File: config.mk
export PLATFORM = sky130hd
export DESIGN_NAME = motor_command_mapper
export DESIGN_NICKNAME = d
export VERILOG_FILES = /design/src/design/mcm_pkg.sv /design/src/design/mcm_map.sv /design/src/design/motor_command_mapper.sv
export VERILOG_INCLUDE_DIRS = /design/src /design/src/design
export SDC_FILE = /design/constraint.sdc
export NUM_CORES = 1
export LEC_CHECK = 0
export BUFFER_PORTS_ARGS = -buffer_cell sky130_fd_sc_hd__buf_2
export CELL_PAD_IN_SITES_DETAIL_PLACEMENT = 1
export CELL_PAD_IN_SITES_GLOBAL_PLACEMENT = 2
export CORE_MARGIN = 2
export CORE_UTILIZATION = 40
export DETAILED_ROUTE_END_ITERATION = 7
export HOLD_SLACK_MARGIN = 0.03
export PLACE_DENSITY_LB_ADDON = 0.1
export SETUP_SLACK_MARGIN = 0.02
export SYNTH_ARGS = -nofsm -noshare
export SYNTH_HDL_FRONTEND = slang
export SYNTH_SLANG_ARGS = --single-unit
File: constraint.sdc
create_clock -name clk -period 9.95 [get_ports clk]
set_input_delay 0.4975 -clock clk [delete_from_list [all_inputs] [get_ports clk]]
set_output_delay 0.4975 -clock clk [all_outputs]
set_load 0.02 [all_outputs]
File: src/design/motor_command_mapper_macros.svh
// Assertion helpers, clocked on clk and disabled while rst_n is low.
`ifndef MOTOR_COMMAND_MAPPER_MACROS_SVH
`define MOTOR_COMMAND_MAPPER_MACROS_SVH

// Condition must hold at every active edge.
`define MCM_ASSERT(label, cond, msg) \
    label: assert property (@(posedge clk) disable iff (!rst_n) (cond)) else $error(msg);

// Antecedent at one edge implies consequent at the next edge.
`define MCM_ASSERT_NEXT(label, ante, cons, msg) \
    label: assert property (@(posedge clk) disable iff (!rst_n) (ante) |=> (cons)) \
        else $error(msg);

`endif

File: src/design/mcm_pkg.sv
package mcm_pkg;

    typedef enum logic [1:0] {
        MT_BRUSHED   = 2'd0,
        MT_BRUSHLESS = 2'd1,
        MT_LOWSIDE   = 2'd2,
        MT_HBRIDGE   = 2'd3
    } motor_type_t;

    typedef enum logic [1:0] {
        OP_TICK     = 2'd0,
        OP_VELOCITY = 2'd1,
        OP_COAST    = 2'd2,
        OP_BRAKE    = 2'd3
    } op_t;

    typedef enum logic {
        CFG_MOTOR_TYPE    = 1'b0,
        CFG_STARTUP_DELAY = 1'b1
    } cfg_idx_t;

    typedef struct packed {
        op_t               operation;
        logic signed [7:0] amount;
    } cmd_t;

    typedef struct packed {
        logic [7:0] servo_angle;
        logic [7:0] pwm_a;
        logic [7:0] pwm_b;
        logic       armed;
    } res_t;

    typedef struct packed {
        logic [7:0] angle;
        logic [7:0] duty_a;
        logic [7:0] duty_b;
    } held_t;

    localparam int unsigned DUTY_MAX = 255;

    localparam logic [7:0]  BRUSHED_NEUTRAL   = 8'd90;
    localparam logic [7:0]  BRUSHED_FWD_MAX   = 8'd160;
    localparam logic [7:0]  BRUSHED_BRAKE     = 8'd20;
    localparam logic [7:0]  BRUSHLESS_NEUTRAL = 8'd0;
    localparam logic [7:0]  BRUSHLESS_FWD_MAX = 8'd160;
    localparam logic [15:0] DELAY_RESET       = 16'd4000;
    localparam logic [6:0]  PCT_FULL          = 7'd100;

    // x / 100 == (x * 5243) >> 19, exact for x below 43690
    localparam int unsigned PCT_RECIP = 5243;
    localparam int unsigned PCT_SHIFT = 19;

    localparam int unsigned FWD_SPAN   = BRUSHED_FWD_MAX - BRUSHED_NEUTRAL;
    localparam int unsigned BRAKE_SPAN = BRUSHED_NEUTRAL - BRUSHED_BRAKE;
    localparam int unsigned BL_SPAN    = BRUSHLESS_FWD_MAX - BRUSHLESS_NEUTRAL;

    localparam logic [9:0]  DUTY_INT        = 10'(DUTY_MAX / 100);
    localparam logic [19:0] DUTY_FRAC_RCP   = 20'((DUTY_MAX % 100) * PCT_RECIP);
    localparam logic [9:0]  FWD_INT         = 10'(FWD_SPAN / 100);
    localparam logic [19:0] FWD_FRAC_RCP    = 20'((FWD_SPAN % 100) * PCT_RECIP);
    localparam logic [9:0]  BRAKE_INT       = 10'(BRAKE_SPAN / 100);
    localparam logic [19:0] BRAKE_FRAC_RCP  = 20'((BRAKE_SPAN % 100) * PCT_RECIP);
    localparam logic [9:0]  BL_INT          = 10'(BL_SPAN / 100);
    localparam logic [19:0] BL_FRAC_RCP     = 20'((BL_SPAN % 100) * PCT_RECIP);

    localparam logic [7:0]  DUTY_TOP = (DUTY_MAX > 255) ? 8'd255 : 8'(DUTY_MAX);

    // floor(mag * k / 100) with k split into whole hundreds and remainder
    function automatic logic [16:0] pct_scale(input logic [6:0]  mag,
                                              input logic [9:0]  int_part,
                                              input logic [19:0] frac_rcp);
        logic [16:0] whole;
        logic [26:0] frac_prod;
        whole     = 17'(mag) * 17'(int_part);
        frac_prod = 27'(mag) * 27'(frac_rcp);
        return whole + 17'(frac_prod >> PCT_SHIFT);
    endfunction

    function automatic logic [7:0] duty_of(input logic [6:0] mag);
        logic [16:0] d;
        d = pct_scale(mag, DUTY_INT, DUTY_FRAC_RCP);
        return (d > 17'd255) ? 8'd255 : d[7:0];
    endfunction

    function automatic logic [7:0] neutral_of(input motor_type_t t);
        return (t == MT_BRUSHLESS) ? BRUSHLESS_NEUTRAL : BRUSHED_NEUTRAL;
    endfunction

endpackage

File: src/design/mcm_map.sv
module mcm_map (
    input  mcm_pkg::motor_type_t motor_type,
    input  mcm_pkg::cmd_t        cmd,
    input  logic                 armed,
    input  mcm_pkg::held_t       held,
    output mcm_pkg::held_t       held_next
);

    logic signed [7:0] clamped;
    logic [6:0]        mag;
    logic              positive;
    logic              non_neg;
    logic [7:0]        fwd_angle;
    logic [7:0]        brake_angle;
    logic [7:0]        bl_angle;
    logic [7:0]        duty;
    logic [7:0]        inv_duty;

    always_comb
    begin
        priority if (cmd.amount > 8'sd100)
        begin
            clamped = 8'sd100;
        end
        else if (cmd.amount < -8'sd100)
        begin
            clamped = -8'sd100;
        end
        else
        begin
            clamped = cmd.amount;
        end
    end

    assign positive = (clamped > 8'sd0);
    assign non_neg  = ~clamped[7];
    assign mag      = clamped[7] ? 7'(-clamped) : clamped[6:0];

    assign fwd_angle   = mcm_pkg::BRUSHED_NEUTRAL
                       + 8'(mcm_pkg::pct_scale(mag, mcm_pkg::FWD_INT, mcm_pkg::FWD_FRAC_RCP));
    assign brake_angle = mcm_pkg::BRUSHED_NEUTRAL
                       - 8'(mcm_pkg::pct_scale(mag, mcm_pkg::BRAKE_INT,
                                               mcm_pkg::BRAKE_FRAC_RCP));
    assign bl_angle    = mcm_pkg::BRUSHLESS_NEUTRAL
                       + 8'(mcm_pkg::pct_scale(mag, mcm_pkg::BL_INT, mcm_pkg::BL_FRAC_RCP));
    assign duty        = mcm_pkg::duty_of(mag);
    assign inv_duty    = (mcm_pkg::DUTY_TOP > duty) ? (mcm_pkg::DUTY_TOP - duty) : 8'd0;

    always_comb
    begin
        held_next = held;
        unique case (motor_type)
            mcm_pkg::MT_BRUSHED:
            begin
                if (armed)
                begin
                    unique case (cmd.operation)
                        mcm_pkg::OP_VELOCITY:
                            held_next.angle = positive ? fwd_angle : mcm_pkg::BRUSHED_NEUTRAL;
                        mcm_pkg::OP_BRAKE:
                            held_next.angle = positive ? brake_angle : mcm_pkg::BRUSHED_NEUTRAL;
                        mcm_pkg::OP_COAST,
                        mcm_pkg::OP_TICK:
                            held_next.angle = mcm_pkg::BRUSHED_NEUTRAL;
                    endcase
                end
            end
            mcm_pkg::MT_BRUSHLESS:
            begin
                if (armed)
                begin
                    held_next.angle = (cmd.operation == mcm_pkg::OP_VELOCITY && positive)
                                    ? bl_angle : mcm_pkg::BRUSHLESS_NEUTRAL;
                end
            end
            mcm_pkg::MT_LOWSIDE:
            begin
                held_next.duty_a = (cmd.operation == mcm_pkg::OP_VELOCITY && non_neg)
                                 ? duty : 8'd0;
            end
            mcm_pkg::MT_HBRIDGE:
            begin
                unique case (cmd.operation)
                    mcm_pkg::OP_VELOCITY:
                    begin
                        held_next.duty_a = non_neg ? inv_duty : mcm_pkg::DUTY_TOP;
                        held_next.duty_b = non_neg ? mcm_pkg::DUTY_TOP : inv_duty;
                    end
                    mcm_pkg::OP_COAST:
                    begin
                        held_next.duty_a = 8'd0;
                        held_next.duty_b = 8'd0;
                    end
                    mcm_pkg::OP_BRAKE,
                    mcm_pkg::OP_TICK:
                    begin
                        held_next.duty_a = duty;
                        held_next.duty_b = duty;
                    end
                endcase
            end
        endcase
    end

endmodule

File: src/design/motor_command_mapper.sv
// A command's transaction loads the input register; once the result side can take it,
// the mapped result is registered in the result register and res_valid rises.
// Throughput: one transaction per cycle while res_stall does not hold back a result;
// the input register hands each item to the mapping logic and result register as it takes the next.
// Ticks use one slot and produce no result.
// Reset (rst_n low, async): type brushed, delay 4000 ms, elapsed 0,
// angle 90, duties 0, both pipeline registers empty.
`include "motor_command_mapper_macros.svh"

module motor_command_mapper (
    input  logic           clk,
    input  logic           rst_n,
    input  logic           cmd_valid,
    output logic           cmd_stall,
    input  mcm_pkg::cmd_t  cmd_data,
    output logic           res_valid,
    input  logic           res_stall,
    output mcm_pkg::res_t  res_data,
    input  logic           cfg_we,
    input  logic           cfg_index,
    input  logic [15:0]    cfg_data
);

    mcm_pkg::motor_type_t type_reg, type_next;
    logic [15:0]          delay_reg, delay_next;
    logic [16:0]          elapsed_reg, elapsed_next;
    mcm_pkg::held_t       held_reg, held_next, mapped;

    logic                 cmd_vld_reg, cmd_vld_next;
    mcm_pkg::cmd_t        cmd_reg;
    logic                 res_vld_reg, res_vld_next;
    mcm_pkg::res_t        res_reg;

    logic                 armed;
    logic                 is_tick;
    logic                 advance;
    logic                 cmd_take;
    mcm_pkg::cfg_idx_t    cfg_sel;

    assign armed    = (elapsed_reg > {1'b0, delay_reg});
    assign is_tick  = (cmd_reg.operation == mcm_pkg::OP_TICK);
    assign advance  = cmd_vld_reg & (is_tick | ~res_vld_reg | ~res_stall);
    assign cmd_stall = cmd_vld_reg & ~advance;
    assign cmd_take = cmd_valid & ~cmd_stall;
    assign cfg_sel  = mcm_pkg::cfg_idx_t'(cfg_index);

    mcm_map u_map (
        .motor_type (type_reg),
        .cmd        (cmd_reg),
        .armed      (armed),
        .held       (held_reg),
        .held_next  (mapped)
    );

    always_comb
    begin
        type_next    = type_reg;
        delay_next   = delay_reg;
        elapsed_next = elapsed_reg;
        held_next    = held_reg;
        if (cfg_we)
        begin
            unique case (cfg_sel)
                mcm_pkg::CFG_MOTOR_TYPE:
                begin
                    type_next        = mcm_pkg::motor_type_t'(cfg_data[1:0]);
                    elapsed_next     = 17'd0;
                    held_next.angle  = mcm_pkg::neutral_of(type_next);
                    held_next.duty_a = 8'd0;
                    held_next.duty_b = 8'd0;
                end
                mcm_pkg::CFG_STARTUP_DELAY:
                begin
                    delay_next = cfg_data;
                end
            endcase
        end
        else if (advance)
        begin
            if (is_tick)
            begin
                if (!armed)
                begin
                    elapsed_next = elapsed_reg + 17'd1;
                end
            end
            else
            begin
                held_next = mapped;
            end
        end
    end

    always_comb
    begin
        cmd_vld_next = cmd_vld_reg;
        if (cmd_take)
        begin
            cmd_vld_next = 1'b1;
        end
        else if (advance)
        begin
            cmd_vld_next = 1'b0;
        end

        res_vld_next = res_vld_reg;
        if (advance && !is_tick)
        begin
            res_vld_next = 1'b1;
        end
        else if (!res_stall)
        begin
            res_vld_next = 1'b0;
        end
    end

    always_ff @(posedge clk or negedge rst_n)
    begin
        if (!rst_n)
        begin
            type_reg        <= mcm_pkg::MT_BRUSHED;
            delay_reg       <= mcm_pkg::DELAY_RESET;
            elapsed_reg     <= 17'd0;
            held_reg.angle  <= mcm_pkg::neutral_of(mcm_pkg::MT_BRUSHED);
            held_reg.duty_a <= 8'd0;
            held_reg.duty_b <= 8'd0;
            cmd_vld_reg     <= 1'b0;
            res_vld_reg     <= 1'b0;
        end
        else
        begin
            type_reg    <= type_next;
            delay_reg   <= delay_next;
            elapsed_reg <= elapsed_next;
            held_reg    <= held_next;
            cmd_vld_reg <= cmd_vld_next;
            res_vld_reg <= res_vld_next;
        end
    end

    always_ff @(posedge clk)
    begin
        if (cmd_take)
        begin
            cmd_reg <= cmd_data;
        end
        if (advance && !is_tick)
        begin
            res_reg.servo_angle <= mapped.angle;
            res_reg.pwm_a       <= mapped.duty_a;
            res_reg.pwm_b       <= mapped.duty_b;
            res_reg.armed       <= armed;
        end
    end

    assign res_valid = res_vld_reg;
    assign res_data  = res_reg;

    `MCM_ASSERT(a_duty_b_hbridge_only,
                (held_reg.duty_b == 8'd0) || (type_reg == mcm_pkg::MT_HBRIDGE),
                "second duty set on a non H-bridge type")
    `MCM_ASSERT(a_servo_no_duty,
                !((type_reg == mcm_pkg::MT_BRUSHED || type_reg == mcm_pkg::MT_BRUSHLESS)
                  && held_reg.duty_a != 8'd0),
                "servo type holds a nonzero duty")
    `MCM_ASSERT(a_angle_range,
                held_reg.angle <= mcm_pkg::BRUSHED_FWD_MAX,
                "held servo angle out of range")
    `MCM_ASSERT_NEXT(a_cmd_held_on_stall,
                     cmd_vld_reg && !is_tick && res_vld_reg && res_stall,
                     cmd_vld_reg,
                     "pending command dropped while result stalled")

endmodule
==> flow_summary.html <==
<table>
<tr><th>Metric</th><th>Value</th></tr>
<tr><th colspan="2">Power</th></tr>
<tr><td>Peak ir drop on the vdd network</td><td>around 0.00016 V</td></tr>
<tr><td>Total power</td><td>3.68 mW</td></tr>
<tr><td>Leak Pwr</td><td>5.07 nW</td></tr>
<tr><td>PD cells</td><td>352 nW/um2</td></tr>
<tr><th colspan="2">Setup path</th></tr>
<tr><td>Worst Setup Start Kind</td><td>flop</td></tr>
<tr><td>Launching point of the worst reg2reg path</td><td>cmd_reg[4]</td></tr>
<tr><td>Critical path capture point type</td><td>flop</td></tr>
<tr><td>Flop-to-flop setup slack</td><td>between 1 and 1.5 ns</td></tr>
<tr><td>Origin of the worst setup path</td><td>cmd_reg[4]</td></tr>
<tr><td>End point of the critical path</td><td>held_reg[1]</td></tr>
<tr><td>Worst endpoint data arrival time</td><td>between 9 and 10 ns</td></tr>
<tr><td>Path depth of the worst reg2reg path</td><td>33</td></tr>
<tr><td>Type of the setup path with the least slack</td><td>flop to flop</td></tr>
<tr><td>Most repeated library cell on the critical path</td><td>a21oi_1</td></tr>
<tr><td>Maximum single-stage delay on the critical path</td><td>0.51 ns</td></tr>
<tr><td>Slowest cell on crit path</td><td>nor4_1</td></tr>
<tr><td>Capture instance of the worst register-to-register path</td><td>held_reg[1]</td></tr>
<tr><td>Worst endpoint required time</td><td>around 10 ns</td></tr>
<tr><td>Critical path fanouts, max</td><td>10</td></tr>
<tr><th colspan="2">Logic synthesis</th></tr>
<tr><td>Sequential cell area fraction in the yosys report</td><td>a little over a quarter</td></tr>
<tr><td>Yosys warnings</td><td>0</td></tr>
<tr><td>Count of flip-flops with a built-in enable after synthesis</td><td>35</td></tr>
<tr><td>Area of the mapped netlist</td><td>approximately 9500 um2</td></tr>
<tr><td>Flip-flop cell with the highest count after synthesis</td><td>dfrtp_1</td></tr>
<tr><td>Library cells used by synthesis</td><td>81</td></tr>
<tr><td>Gate Count Post-Synth</td><td>slightly above 1k</td></tr>
<tr><td>Fraction of registers with async set/reset</td><td>a little under two thirds</td></tr>
<tr><td>Synthesized net count</td><td>about 1.2k</td></tr>
<tr><td>Average size of a mapped cell</td><td>9.30 um2</td></tr>
<tr><td>Register bit count reported by yosys</td><td>96</td></tr>
<tr><th colspan="2">STA</th></tr>
<tr><td>Final Skew</td><td>roughly 0.0086 ns</td></tr>
<tr><td>Min Hold Slack</td><td>0.318 ns</td></tr>
<tr><td>Fin worst setup slack</td><td>1.10 ns</td></tr>
<tr><td>Final Max Slew Viols</td><td>0</td></tr>
<tr><td>Relative slew slack</td><td>27.7%</td></tr>
<tr><td>Worst slew pin tran</td><td>~1.1 ns</td></tr>
<tr><td>Setup repair after global routing missed its margin</td><td>false</td></tr>
<tr><td>Final critical-path share of the clock period</td><td>between 80 and 90%</td></tr>
<tr><td>Maximum achievable frequency</td><td>between 0.1 and 0.15 GHz</td></tr>
<tr><td>Finish-stage setup viols</td><td>0</td></tr>
<tr><td>Final hold violations</td><td>0</td></tr>
<tr><td>Accumulated negative setup slack</td><td>0 ns</td></tr>
<tr><td>Fin crit period</td><td>~8.8 ns</td></tr>
<tr><th colspan="2">Cells and area</th></tr>
<tr><td>Post-route non-filler standard cell count</td><td>~1.4k</td></tr>
<tr><td>FILL cells</td><td>about 2.7k</td></tr>
<tr><td>Count of inserted antenna diode cells</td><td>0</td></tr>
<tr><td>Final standard cell utilization of the core</td><td>between 40% and 50%</td></tr>
<tr><td>Most common library cell in the layout ignoring fill and taps</td><td>ha_1</td></tr>
<tr><td>Ratio of cells with drive above 1 in the final layout</td><td>between 10 and 15%</td></tr>
<tr><td>Number of flip-flops in the largest register</td><td>25</td></tr>
<tr><td>Final-stage net count</td><td>approximately 1.3k</td></tr>
<tr><td>Area overhead of the layout relative to synthesis</td><td>10.2%</td></tr>
<tr><td>Leading cell types in the layout, fill and taps excluded</td><td>ha_1 (156), inv_1 (107), nand2_1 (78)</td></tr>
<tr><td>Final std cell area, no fill</td><td>10400 um2</td></tr>
<tr><th colspan="2">Clocking</th></tr>
<tr><td>Clock H-tree levels</td><td>3</td></tr>
<tr><td>CTS hold repair buffers</td><td>0</td></tr>
<tr><td>Clock root buffer master</td><td>clkbuf_16</td></tr>
<tr><td>CTS buffer count</td><td>9</td></tr>
<tr><td>CTS Sinks</td><td>96</td></tr>
<tr><td>Post-CTS resize count</td><td>0</td></tr>
<tr><td>Clock Latency Late Sink</td><td>0.35 ns</td></tr>
<tr><td>Maximum buffer depth of the clock tree</td><td>2</td></tr>
<tr><td>Clock-pin transition on the worst setup and hold timing paths</td><td>approximately 0.070 ns</td></tr>
<tr><td>Setup fix buffers added after clock tree synthesis</td><td>0</td></tr>
<tr><td>TritonCTS clock tree</td><td>built</td></tr>
<tr><th colspan="2">GRT</th></tr>
<tr><td>Global routing usage on met3</td><td>approximately 2.8%</td></tr>
<tr><td>GR Overflow Total</td><td>0</td></tr>
<tr><td>Initial antenna violation count</td><td>0</td></tr>
<tr><td>Met1 layer usage reported by global route</td><td>between 30% and 40%</td></tr>
<tr><td>Met2 Resource Use GR</td><td>a little under two fifths</td></tr>
<tr><td>Layer carrying the most global-route usage</td><td>met2</td></tr>
<tr><td>Largest net degree at the start of global routing</td><td>62</td></tr>
<tr><td>Via count of the first global-routing pass</td><td>around 8.0k</td></tr>
<tr><td>Global-route usage over all layers</td><td>22.3%</td></tr>
<tr><td>Wire length of the first global-routing pass</td><td>43000 um</td></tr>
<tr><th colspan="2">Placement</th></tr>
<tr><td>Port Buffers</td><td>58</td></tr>
<tr><td>Cell Count Post-Placement</td><td>roughly 1.4k</td></tr>
<tr><td>Worst-case setup slack after placement</td><td>1.15 ns</td></tr>
<tr><td>Routability-driven placement congestion ratio</td><td>between 0.8 and 0.9</td></tr>
<tr><td>Cell area reported after detailed placement</td><td>a little over 10000 um2</td></tr>
<tr><td>Detail Placement HPWL</td><td>21000 um</td></tr>
<tr><th colspan="2">Die</th></tr>
<tr><td>Initial cell density of the core</td><td>between 40% and 50%</td></tr>
<tr><td>Full die area</td><td>approximately 25000 um2</td></tr>
<tr><td>Die Width</td><td>between 150 and 200 um</td></tr>
<tr><td>Floorplan die height</td><td>158 um</td></tr>
<tr><td>Placeable core area</td><td>around 23000 um2</td></tr>
<tr><td>I/O pin count</td><td>slightly below 60</td></tr>
<tr><td>Standard-cell rows</td><td>56</td></tr>
<tr><th colspan="2">Routing</th></tr>
<tr><td>Number of vias per cell after detailed routing</td><td>around 5.4</td></tr>
<tr><td>Routed vias</td><td>~7.6k</td></tr>
<tr><td>Total wirelength of the detailed-routed design</td><td>26300 um</td></tr>
<tr><td>Antenna violation net count after detailed routing</td><td>0</td></tr>
<tr><td>Number of DRC violations after detailed-routing iteration 0</td><td>approximately 270</td></tr>
<tr><td>Number of detailed-route iterations in the first pass</td><td>4</td></tr>
<tr><td>DRC violations left</td><td>0</td></tr>
<tr><td>Wirelength per Cell</td><td>roughly 19 um</td></tr>
<tr><th colspan="2">Run status</th></tr>
<tr><td>Outcome</td><td>completed</td></tr>
<tr><th colspan="2">Hold path</th></tr>
<tr><td>Path type of the worst min-delay path</td><td>input pin to async pin</td></tr>
<tr><th colspan="2">Job</th></tr>
<tr><td>Maxcap violations</td><td>0</td></tr>
</table>
[power by group]
| part | switching, mW | total [mW] | internal (mW) |
|---|---|---|---|
| Clock | 0.170 | 0.345 | 0.175 |
| Combinational | 1.71 | 2.84 | 1.14 |
| Sequential | 0.0261 | 0.487 | 0.461 |
[final cells by class]
cell class                 count  area [um2]  share of cell area (%)
clock inverter                 7        62.6                   0.599
clock buffer                   9         225                    2.16
inverter                     108         405                    3.88
sequential                    96        2590                    24.8
tap                          319         399                    3.82
multi-input combinational    789        6380                    61.0
timing repair buffer          71         388                    3.71
[critical path, delay by kind of cell (launching register included)]
kind	cells	cell delay, ns
AND/OR/NAND/NOR	3	0.86
adder cells (fa/ha/maj)	7	2.84
buffers and inverters	2	0.28
AO/OA/AOI/OAI	19	3.85
XOR/XNOR	2	0.45
flip-flops	1	0.48
[cell families (layout without fill, tap and decap cells)]
group,count (synthesis),count (layout),share of synthesized area (%)
AOI/OAI and AO/OA,252,252,17.8
and+or+nand+nor,278,278,14.6
DFF,96,96,27.3
adders and majority gates,192,192,28.1
muxes,21,21,2.46
buffers and inverters,134,195,5.41
xor gates and xnor gates,46,46,4.33
[how the worst min path moves through the flow]
stage / depth (start not counted) / slack, ns / to / start
floorplan: 0 / 0.20 / cmd_vld_reg / rst_n
global placement: 2 / 0.47 / delay_reg[1] / delay_reg[1]
detailed placement: 2 / 0.47 / delay_reg[1] / delay_reg[1]
CTS: 1 / 0.30 / cmd_reg[8] / cmd_data[8]
global route: 1 / 0.31 / cmd_reg[1] / cmd_data[1]
finish: 2 / 0.32 / delay_reg[2] / rst_n
[Yosys cell counts, drive strengths merged (4+ instances only)]
cell	count	share of area, %
nor3	24	1.3
nand4	13	0.86
nor2b	10	0.66
o31a	4	0.37
a21o	29	2.3
inv	107	4.2
dfstp	10	2.8
nor2	60	2.4
o21a	11	0.87
or3	11	0.73
nand2b	18	1.2
a21boi	4	0.32
a21oi	73	4.1
and2	11	0.73
and3	19	1.3
a22oi	6	0.48
dfrtp	51	13
a211oi	4	0.37
a2111oi	4	0.44
fa	35	7.4
mux2	18	2.1
edfxtp	35	11
a31oi	5	0.33
nand2	78	3.1
nand3	19	1.0
clkbuf	20	0.79
o221ai	6	0.55
o21bai	6	0.48
ha	156	21
o211ai	6	0.48
xor2	12	1.2
o21ai	61	3.3
xnor2	34	3.1
buf	6	0.34
[per-layer routing]
layer  up-vias  wire length [um]
met5         -                 0
met2        74             12600
met4         0               248
met1      3731             12800
met3        19               679
li1       3753                 -
(Power assumes the default switching activity.)
